File: config.mk
export PLATFORM = sky130hd
export DESIGN_NAME = kdm_ctrl
export DESIGN_NICKNAME = d
export VERILOG_FILES = /design/src/rtl/kdm_pkg.sv /design/src/rtl/kdm_ctrl.sv
export SDC_FILE = /design/constraint.sdc
export NUM_CORES = 1
export LEC_CHECK = 0
export BUFFER_PORTS_ARGS = -buffer_cell sky130_fd_sc_hd__buf_2
export CAP_MARGIN = 5
export CORE_AREA = 3 3 40 42
export CTS_BUF_LIST = sky130_fd_sc_hd__clkbuf_8 sky130_fd_sc_hd__clkbuf_16
export DETAILED_ROUTE_END_ITERATION = 10
export DIE_AREA = 0 0 43 45
export MAX_ROUTING_LAYER = met4
export PLACE_DENSITY = 0.46
export SETUP_SLACK_MARGIN = 0.4
export SLEW_MARGIN = 20
export SYNTH_ARGS = -nofsm -noshare
export SYNTH_HDL_FRONTEND = slang
export SYNTH_SLANG_ARGS = --single-unit
File: constraint.sdc
create_clock -name clk -period 1.6 [get_ports clk]
set_input_delay 0.16 -clock clk [delete_from_list [all_inputs] [get_ports clk]]
set_output_delay 0.16 -clock clk [all_outputs]
set_load 0.01 [all_outputs]
File: src/rtl/kdm_pkg.sv
// kdm_pkg: shared types and constants for the kd median split router.
// Payload structs, command codes, register indexes and control/status bundles.
// No dependencies.
package kdm_pkg;

	localparam int DEFAULT_MAX_POINTS = 1024;
	localparam int DEFAULT_DIMS       = 128;

	localparam int CFG_DATA_W = 11;
	localparam int CFG_IDX_W  = 1;

	localparam logic [10:0] POINT_COUNT_RESET = 11'd1024;
	localparam logic [6:0]  SPLIT_AXIS_RESET  = 7'd0;

	// register indexes of the configuration port
	localparam logic [CFG_IDX_W-1:0] REG_POINT_COUNT = 1'd0;
	localparam logic [CFG_IDX_W-1:0] REG_SPLIT_AXIS  = 1'd1;

	// input command codes
	localparam logic [1:0] CMD_MARK  = 2'd0;
	localparam logic [1:0] CMD_ROUTE = 2'd1;
	localparam logic [1:0] CMD_CLEAR = 2'd2;

	typedef struct packed {
		logic [1:0]         command;
		logic [6:0]         axis;
		logic [9:0]         rank;
		logic [9:0]         point_index;
		logic signed [31:0] coordinate;
	} kdm_in_t;

	typedef struct packed {
		logic               side;
		logic [9:0]         new_index;
		logic signed [31:0] side_min;
		logic signed [31:0] side_max;
		logic               status;
	} kdm_out_t;

	// controller to datapath
	typedef struct packed {
		logic take;        // latch the accepted transaction
		logic exec;        // decode, check, write the point map
		logic map_step;    // point map data ready, read the spread store
		logic spread_step; // spread data ready, fold coordinate and write back
		logic load_out;    // move result into the output register
	} kdm_ctrl_t;

	// datapath to controller
	typedef struct packed {
		logic route_ok;    // latched transaction is a route that passes its checks
	} kdm_stat_t;

endpackage

File: src/rtl/kdm_ctrl.sv
// kdm_ctrl: sequencing state machine of the kd median split router.
// Drives the input stall, the output valid and the datapath commands.
// Depends on kdm_pkg.
module kdm_ctrl (
	input  logic                clk,
	input  logic                arst_n,
	input  logic                in_valid,
	output logic                in_stall,
	output logic                out_valid,
	input  logic                out_stall,
	input  kdm_pkg::kdm_stat_t  stat,
	output kdm_pkg::kdm_ctrl_t  ctrl
);
	import kdm_pkg::*;

	typedef enum logic [4:0] {
		S_IDLE   = 5'b00001,
		S_EXEC   = 5'b00010,
		S_MAP    = 5'b00100,
		S_SPREAD = 5'b01000,
		S_DONE   = 5'b10000
	} state_t;

	state_t state_q, state_d;
	logic   out_valid_q;

	// decode commands from the current state
	always_comb begin
		ctrl             = '0;
		ctrl.take        = (state_q == S_IDLE) && in_valid;
		ctrl.exec        = (state_q == S_EXEC);
		ctrl.map_step    = (state_q == S_MAP);
		ctrl.spread_step = (state_q == S_SPREAD);
		ctrl.load_out    = (state_q == S_DONE) && (!out_valid_q || !out_stall);
	end

	assign in_stall  = (state_q != S_IDLE);
	assign out_valid = out_valid_q;

	// next state
	always_comb begin
		state_d = state_q;
		unique case (state_q)
			S_IDLE: begin
				if (in_valid) state_d = S_EXEC;
			end
			S_EXEC: begin
				state_d = stat.route_ok ? S_MAP : S_DONE;
			end
			S_MAP: begin
				state_d = S_SPREAD;
			end
			S_SPREAD: begin
				state_d = S_DONE;
			end
			S_DONE: begin
				if (ctrl.load_out) state_d = S_IDLE;
			end
			default: begin
				state_d = S_IDLE;
			end
		endcase
	end

	// hold state and output valid
	always_ff @(posedge clk or negedge arst_n) begin
		if (!arst_n) begin
			state_q     <= S_IDLE;
			out_valid_q <= 1'b0;
		end else begin
			state_q <= state_d;
			if (ctrl.load_out) out_valid_q <= 1'b1;
			else if (!out_stall) out_valid_q <= 1'b0;
		end
	end

	// a taken transaction always leaves idle
	a_take_busy: assert property (@(posedge clk) disable iff (!arst_n)
		ctrl.take |=> state_q == S_EXEC)
		else $error("accepted transaction did not start execution");

	// a result only finishes into a free or draining output register
	a_load_free: assert property (@(posedge clk) disable iff (!arst_n)
		ctrl.load_out |-> !(out_valid_q && out_stall))
		else $error("result loaded over a stalled output");

	// spread lookup follows a point map read
	a_spread_order: assert property (@(posedge clk) disable iff (!arst_n)
		state_q == S_SPREAD |-> $past(state_q == S_MAP))
		else $error("spread step without point map read");

endmodule

==> load_flow_metrics.sql, run 1 <==
INSERT INTO impl_metrics (metric_group, metric, value, unit) VALUES
('sta', 'worst-slew-pin-transition', '0.378', 'ns'),
('layout', 'instances_no_fill', '69', ''),
('layout', 'areaGrowthSynthToFinish', '68.9', '%'),
('grt', 'overflow_after_grt', '0', ''),
('synthesis', 'synth_edf_count', '0', ''),
('sta', 'max_freq', '643', 'MHz'),
('layout', 'final_layout_size_suffix_gt1_frac', '0.519', ''),
('synthesis', 'part_of_the_yosys_area_used_for_sequential_elements', '0.471', ''),
('grt', 'grt_first_pass_wirelength', '1370', 'um'),
('synthesis', 'synth.lib_cells_used.distinct', '19', ''),
('placed_design', 'detailedPlace.worstSlack', '0.205', 'ns'),
('worst_setup_path', 'timing.critical_path.arrival', '1.71', 'ns'),
('routing', 'vias', '322', ''),
('placed_design', 'place_hpwl', '578', 'um'),
('worst_hold_path', 'hold_path.startpoint', 'out_stall', ''),
('synthesis', 'yosys_register_bits', '6', ''),
('clock_tree', 'clock_tree.root_cell', 'clkbuf_8', ''),
('die', 'chipHeight', '45', 'um'),
('sta', 'setup-violations-final', '0', ''),
('sta', 'fin_worst_skew', '0.00256', 'ns'),
('sta', 'rsz0062_at_grt', 'yes', ''),
('worst_setup_path', 'worstSetupPathType', 'reg -> reg', ''),
('sta', 'finalCritPeriodShare', '0.972', ''),
('routing', 'detail-route-antenna-nets', '0', ''),
('clock_tree', 'tritoncts', 'built', ''),
('routing', 'postRouteWirelength', '821', 'um'),
('synthesis', 'postSynthCellCount', '33', ''),
('placed_design', 'numPortBuffers', '11', ''),
('clock_tree', 'cts_made_buffers', '3', ''),
('grt', 'global_routing_usage_summed_across_all_routing_layers', '0.104', ''),
('clock_tree', 'cts_sinks', '6', ''),
('sta', 'postLayoutSetupSlackWorst', '0.0445', 'ns'),
('sta', 'slew_violations', '0', ''),
('synthesis', 'synth_async_sr_flop_share', '1.00', ''),
('die', 'row_count', '13', ''),
('grt', 'initial_antenna_violation_count', '0', ''),
('clock_tree', 'htreeDepth', '1', ''),
('synthesis', 'most_frequent_cells_after_synthesis', 'nor2_1, dfrtp_1, nor4b_1', ''),
('power', 'vdd.ir_drop.worst', '520', 'uV'),
('synthesis', 'post-synth-top-count-cell', 'nor2_1', ''),
('synthesis', 'syn-cell-area', '322', 'um^2'),
('power', 'pwr_density_cell', '1380', 'mW/mm^2'),
('layout', 'fill_cells', '125', ''),
('routing', 'detail_route.iter0.violations', '5', ''),
('worst_setup_path', 'startpoint_type', 'flip-flop', ''),
('worst_setup_path', 'worst_setup_path_startpoint', 'state_q[2]', ''),
('run_status', 'outcome', 'finished, final reports clean', ''),
('layout', 'finish.net_count', '60', ''),
('layout', 'post-route-cell-area', '543', 'um^2'),
('sta', 'worst_slew_margin_relative_to_its_limit', '0.748', ''),
('die', 'floorplan.core_area', '0.00128', 'mm^2'),
('routing', 'firstDrtPassIters', '4', ''),
('routing', 'drc', '0', ''),
('worst_setup_path', 'crit_fanout', '2', ''),
('clock_tree', 'clock_latency', '0.22', 'ns'),
('die', 'die_width', '43', 'um'),
('clock_tree', 'cts.clk_slew.worst_paths', '0.04', 'ns'),
('synthesis', 'yosys_warnings', '0', ''),
('grt', 'grt_max_degree', '9', ''),
('placed_design', 'placedInstanceArea', '413', 'um^2'),
('worst_setup_path', 'critical_path_endpoint_category', 'flip-flop', ''),
('die', 'starting_density_of_the_core', '0.250', ''),
('worst_hold_path', 'min-delay-path-class', 'in -> reg', ''),
('sta', 'tns', '0', 'ns'),
('placed_design', 'gp_routability_congestion', '0.711', ''),
('grt', 'first_global_vias', '310', ''),
('synthesis', 'synth_top_area_cell', 'dfrtp_1', ''),
('power', 'static_power_due_to_leakage', '0.262', 'nW'),
('layout', 'antenna_cells_inserted', '0', ''),
('clock_tree', 'max-clock-path-buffers', '2', ''),
('synthesis', 'post_synth.cell_area_avg', '9.74', 'um^2');
-- placed cells by master, fill, tap and decap left out --
cell / n
buf_2: 10
dfrtp_1: 5
buf_4: 5
inv_1: 3
nor2_1: 3
clkbuf_8: 3
nor2_4: 2
and2_1: 2
nand2_1: 2
buf_6: 2
nand4b_1: 1
or2_4: 1
nor4b_4: 1
nor4b_2: 1
or4b_4: 1
nor2_2: 1
nand3_1: 1
nand4bb_1: 1
xnor2_1: 1
o221ai_1: 1
nand4_1: 1
a21boi_0: 1
nor4b_1: 1
or3_1: 1
nand3b_1: 1
dlygate4sd3_1: 1
dfstp_2: 1
-- critical path: stages, from the launching register on --
cell      delay [ns]
dfrtp_1         0.39
or4b_4          0.55
buf_4           0.16
or3_1           0.30
nand3b_1        0.09
-- final cells by class --
| type | instances | area (um^2) | area share |
|---|---|---|---|
| clock buffer | 3 | 41.3 | 0.0760 |
| clock inverter | 1 | 3.75 | 0.00691 |
| inverter | 2 | 7.51 | 0.0138 |
| multi-input combinational | 24 | 200 | 0.369 |
| sequential | 6 | 151 | 0.279 |
| tap | 15 | 18.8 | 0.0346 |
| timing repair buffer | 18 | 120 | 0.221 |
-- cells by family (layout without fill, tap and decap cells) --
logic type	after synthesis	in the layout	synth area share
and+or+nand+nor	21	21	0.416
DFF	6	6	0.471
buffers and inverters	3	24	0.0350
AOI/OAI and AO/OA	2	2	0.0506
xor gates and xnor gates	1	1	0.0272
-- metal layers --
layer / vias up / share of wire / GRT usage
met1: 144 / 0.48 / 0.124
met2: 15 / 0.41 / 0.135
met4: 0 / 0.028 / 0.0904
met5: - / 0 / -
met3: 3 / 0.086 / 0.0398
li1: 160 / - / -
-- worst paths after layout --
check / cells past startpoint / slack, ns / to
setup reg to reg: 4 / 0.04 / state_q[4]
setup / recovery: 4 / 0.04 / state_q[4]
min in group asynchronous: 2 / 0.30 / state_q[2]
max in group asynchronous: 2 / 1.08 / state_q[0]
hold / removal: 3 / 0.16 / out_valid
hold reg to reg: 2 / 0.49 / out_valid
-- registers in the layout, summed over array words and instances (netlist names) --
signal     cells
state_q        5
out_valid      1
-- power by group --
part / switching, mW / internal (mW) / leakage [nW] / total (mW)
combinational: 0.136 / 0.151 / 0.156 / 0.287
clock: 0.0698 / 0.165 / 0.0269 / 0.235
sequential: 0.0348 / 0.191 / 0.0790 / 0.226
-- what timing repair did --
action	4_1_cts	5_1_grt
hold endpoints to repair	6	0
pin swaps	4	5
hold buffers	1	0
gates resized for setup	8	2
buffers inserted	2	2
endpoints found under the setup margin	8	9
-- metrics by stage --
stage / utilization / hold WS [ns]
2_1_floorplan: - / -0.136
3_3_place_gp: 0.321 / -0.00247
3_5_place_dp: 0.321 / -0.00261
4_1_cts: 0.404 / 0.158
5_1_grt: 0.423 / 0.178
6_report: 0.423 / 0.157
Note: power is estimated with default switching activity, not from simulation.
==> inputs of run 2 (changes only) <==
ABC_AREA = 1   (was unset)
PLACE_DENSITY = 0.49   (was 0.46)
==> run 2 against run 1 <==
Net effect: clock power fell by 2%; worst setup slack better by 0.15 ns; routed wire length is 11% lower; count of clock-buffer cells in the layout did not move; final area up 3.5%; critical endpoint is now ctrl[4]; worst hold slack gained 0.016 ns; cell count rose by 16%; global-route usage down 0.76 points; non-clock buffer count unchanged; core utilization up 1.5 points; combinational power increased by 73%; highest routed layer unchanged.
==> load_flow_metrics.sql, run 2 <==
INSERT INTO impl_metrics (metric_group, metric, value, unit) VALUES
('sta', 'rsz0062_at_grt', 'yes', ''),
('routing', 'wl_per_cell', '9.16', 'um'),
('sta', 'slew_violations', '0', ''),
('worst_setup_path', 'cp_data_required_time', '1.44', 'ns'),
('synthesis', 'syn-cell-area', '357', 'um^2'),
('die', 'dieArea', '0.00194', 'mm^2'),
('synthesis', 'synth_edf_count', '0', ''),
('layout', 'register_ranked_first_by_flip_flop_count', 'state_q', ''),
('run_status', 'outcome', 'finished, final reports clean', ''),
('synthesis', 'part_of_the_yosys_area_used_for_sequential_elements', '0.425', ''),
('synthesis', 'synth.lib_cells_used.distinct', '15', ''),
('clock_tree', 'clock_tree.root_cell', 'clkbuf_8', ''),
('sta', 'min_period', '1.40', 'ns'),
('layout', 'antenna_cells_inserted', '0', ''),
('clock_tree', 'cts_made_buffers', '3', ''),
('sta', 'max_freq', '712', 'MHz'),
('layout', 'layout_common_cells', 'buf_2, inv_1, nand2_1, buf_4, dfrtp_1', ''),
('synthesis', 'post_synth.cell_area_avg', '8.29', 'um^2'),
('worst_setup_path', 'critical_path.cell_chain', 'nor2_4, nand3_4, nor3_2, buf_2', ''),
('clock_tree', 'htreeDepth', '1', ''),
('layout', 'final_layout_size_suffix_gt1_frac', '0.538', ''),
('worst_setup_path', 'crit_path_top_delay_cell', 'dfrtp_1', ''),
('run', 'cap_viol_max_count', '0', ''),
('layout', 'largest_reg_flops', '5', ''),
('die', 'die_width', '43', 'um'),
('placed_design', 'gp_routability_congestion', '0.633', ''),
('worst_setup_path', 'critPathMaxStageDelay', '0.40', 'ns'),
('synthesis', 'ys.flop_type', 'dfrtp_1', ''),
('synthesis', 'synth_largest_type_area_fraction', '0.351', ''),
('worst_setup_path', 'timing.critical_path.arrival', '1.24', 'ns'),
('worst_hold_path', 'min-delay-path-class', 'in -> reg', ''),
('worst_setup_path', 'worstSetupPathType', 'reg -> out', ''),
('die', 'chipHeight', '45', 'um'),
('grt', 'grtUsageMet1', '0.103', ''),
('grt', 'first_global_vias', '331', ''),
('grt', 'gr-usage-met3', '0.0279', ''),
('grt', 'global_routing_usage_summed_across_all_routing_layers', '0.0966', ''),
('synthesis', 'most_frequent_cells_after_synthesis', 'nand2_1, inv_1, dfrtp_1, nor2_1', ''),
('grt', 'met2_demand_to_capacity_share_in_global_routing', '0.144', ''),
('layout', 'fill_cells', '137', ''),
('synthesis', 'postSynthCellCount', '43', ''),
('die', 'floorplan.core_area', '0.00128', 'mm^2'),
('sta', 'worst_slew_margin_relative_to_its_limit', '0.878', ''),
('routing', 'drc', '0', ''),
('sta', 'timing_hold_violations_final', '0', ''),
('worst_setup_path', 'cp_top_family', 'simple AND/OR/NAND/NOR gates', ''),
('routing', 'firstDrtPassIters', '1', ''),
('synthesis', 'yosys_register_bits', '6', ''),
('placed_design', 'place_hpwl', '556', 'um'),
('synthesis', 'yosys_warnings', '0', ''),
('placed_design', 'dpl.cell_count', '69', ''),
('worst_setup_path', 'cp_num_buf_inv', '1', ''),
('layout', 'layout.cells.most_common', 'buf_2', ''),
('synthesis', 'synth_top_area_cell', 'dfrtp_1', ''),
('routing', 'postRouteWirelength', '733', 'um'),
('synthesis', 'synth_async_sr_flop_share', '1.00', ''),
('sta', 'finalCritPeriodShare', '0.878', ''),
('routing', 'detail_route.iter0.violations', '0', ''),
('grt', 'busiest_layer', 'met2', ''),
('routing', 'via_per_inst', '4.01', ''),
('sta', 'tns', '0', 'ns'),
('routing', 'detail-route-antenna-nets', '0', ''),
('power', 'vdd.ir_drop.worst', '564', 'uV'),
('die', 'row_count', '13', ''),
('layout', 'instances_no_fill', '80', ''),
('layout', 'areaGrowthSynthToFinish', '57.5', '%'),
('power', 'pwr_density_cell', '1760', 'mW/mm^2'),
('layout', 'finish.net_count', '71', ''),
('clock_tree', 'cts.clk_slew.worst_paths', '0.03', 'ns'),
('clock_tree', 'clock_latency', '0.22', 'ns'),
('sta', 'setup-violations-final', '0', ''),
('synthesis', 'top_area_cells_in_the_synthesized_netlist', 'dfrtp_1, nand2_1, nor2_4', ''),
('synthesis', 'post-synth-top-count-cell', 'nand2_1', ''),
('power', 'static_power_due_to_leakage', '0.290', 'nW'),
('clock_tree', 'max-clock-path-buffers', '2', ''),
('routing', 'vias', '321', ''),
('worst_setup_path', 'critical_path_endpoint_category', 'output pin', ''),
('worst_setup_path', 'crit_fanout', '3', ''),
('synthesis', 'mappedNetlistNets', '48', ''),
('grt', 'grt_first_pass_wirelength', '1260', 'um'),
('power', 'total_power', '991', 'uW'),
('grt', 'grt_max_degree', '7', ''),
('clock_tree', 'tritoncts', 'built', ''),
('sta', 'fin_worst_skew', '0.00411', 'ns'),
('sta', 'worst-slew-pin-transition', '0.183', 'ns'),
('placed_design', 'numPortBuffers', '11', ''),
('grt', 'overflow_after_grt', '0', ''),
('clock_tree', 'cts_sinks', '6', ''),
('die', 'starting_density_of_the_core', '0.278', ''),
('grt', 'initial_antenna_violation_count', '0', ''),
('worst_setup_path', 'startpoint_type', 'flip-flop', ''),
('die', 'design.portCount', '12', '');
## run 2: path summary, 6_finish.rpt
path                                 start          to  slack (ns)  depth (start not counted)
max in group asynchronous           arst_n  state_q[0]        1.10                          2
worst max register to register  state_q[3]  state_q[0]        0.34                          8
worst min-delay path                  stat  state_q[2]        0.17                          3
worst max-delay path            state_q[3]     ctrl[4]        0.20                          4
min in group asynchronous           arst_n   out_valid        0.28                          2
worst min register to register   out_valid   out_valid        0.59                          2
## run 2: layout make-up
class	instances	area, um^2	area share
clock inverter	1	3.75	0.00668
timing repair buffer	18	110	0.196
inverter	8	30.0	0.0535
clock buffer	3	41.3	0.0735
multi-input combinational	29	206	0.367
tap	15	18.8	0.0334
sequential	6	151	0.269
## run 2: through the flow
| stage | instance area [um^2] | hold slack [ns] | worst slack (ns) | util |
|---|---|---|---|---|
| floorplan | 362 | -0.136 | 0.477 | - |
| global placement | 435 | -0.0136 | 0.389 | 0.339 |
| detailed placement | 435 | -0.0143 | 0.377 | 0.339 |
| CTS | 554 | 0.170 | 0.185 | 0.431 |
| global route | 562 | 0.185 | 0.128 | 0.437 |
| finish | 562 | 0.173 | 0.195 | 0.437 |
## run 2: what timing repair did
| action | in CTS | in global routing |
|---|---|---|
| gates resized for setup | 6 | 0 |
| buffers inserted | 5 | 1 |
| setup endpoints to repair | 6 | 8 |
| pin swaps | 7 | 4 |
| hold buffers | 1 | 0 |
| endpoints found under the hold margin | 6 | 0 |
## run 2: worst register-to-register path: cells and delay by family, from the launching register on
family / cells / cell delay [ns]
and+or+nand+nor: 6 / 0.52
buffers and inverters: 2 / 0.29
DFF: 1 / 0.40
## run 2: power breakdown
group          internal, mW  switching [mW]
logic                 0.236           0.261
registers             0.206          0.0583
clock network         0.165          0.0653
total                 0.607           0.384
## run 2: metal layers
layer / share of wire / up-vias / routed length [um]
met3: 0.041 / 2 / 30
met1: 0.42 / 136 / 306
met2: 0.51 / 7 / 373
met5: 0 / - / 0
met4: 0.030 / 0 / 22
li1: - / 176 / -
## run 2: logic make-up after synthesis
group           share of synthesized area
flops                               0.425
simple gates                        0.453
buf+inv                            0.0842
compound gates                     0.0386
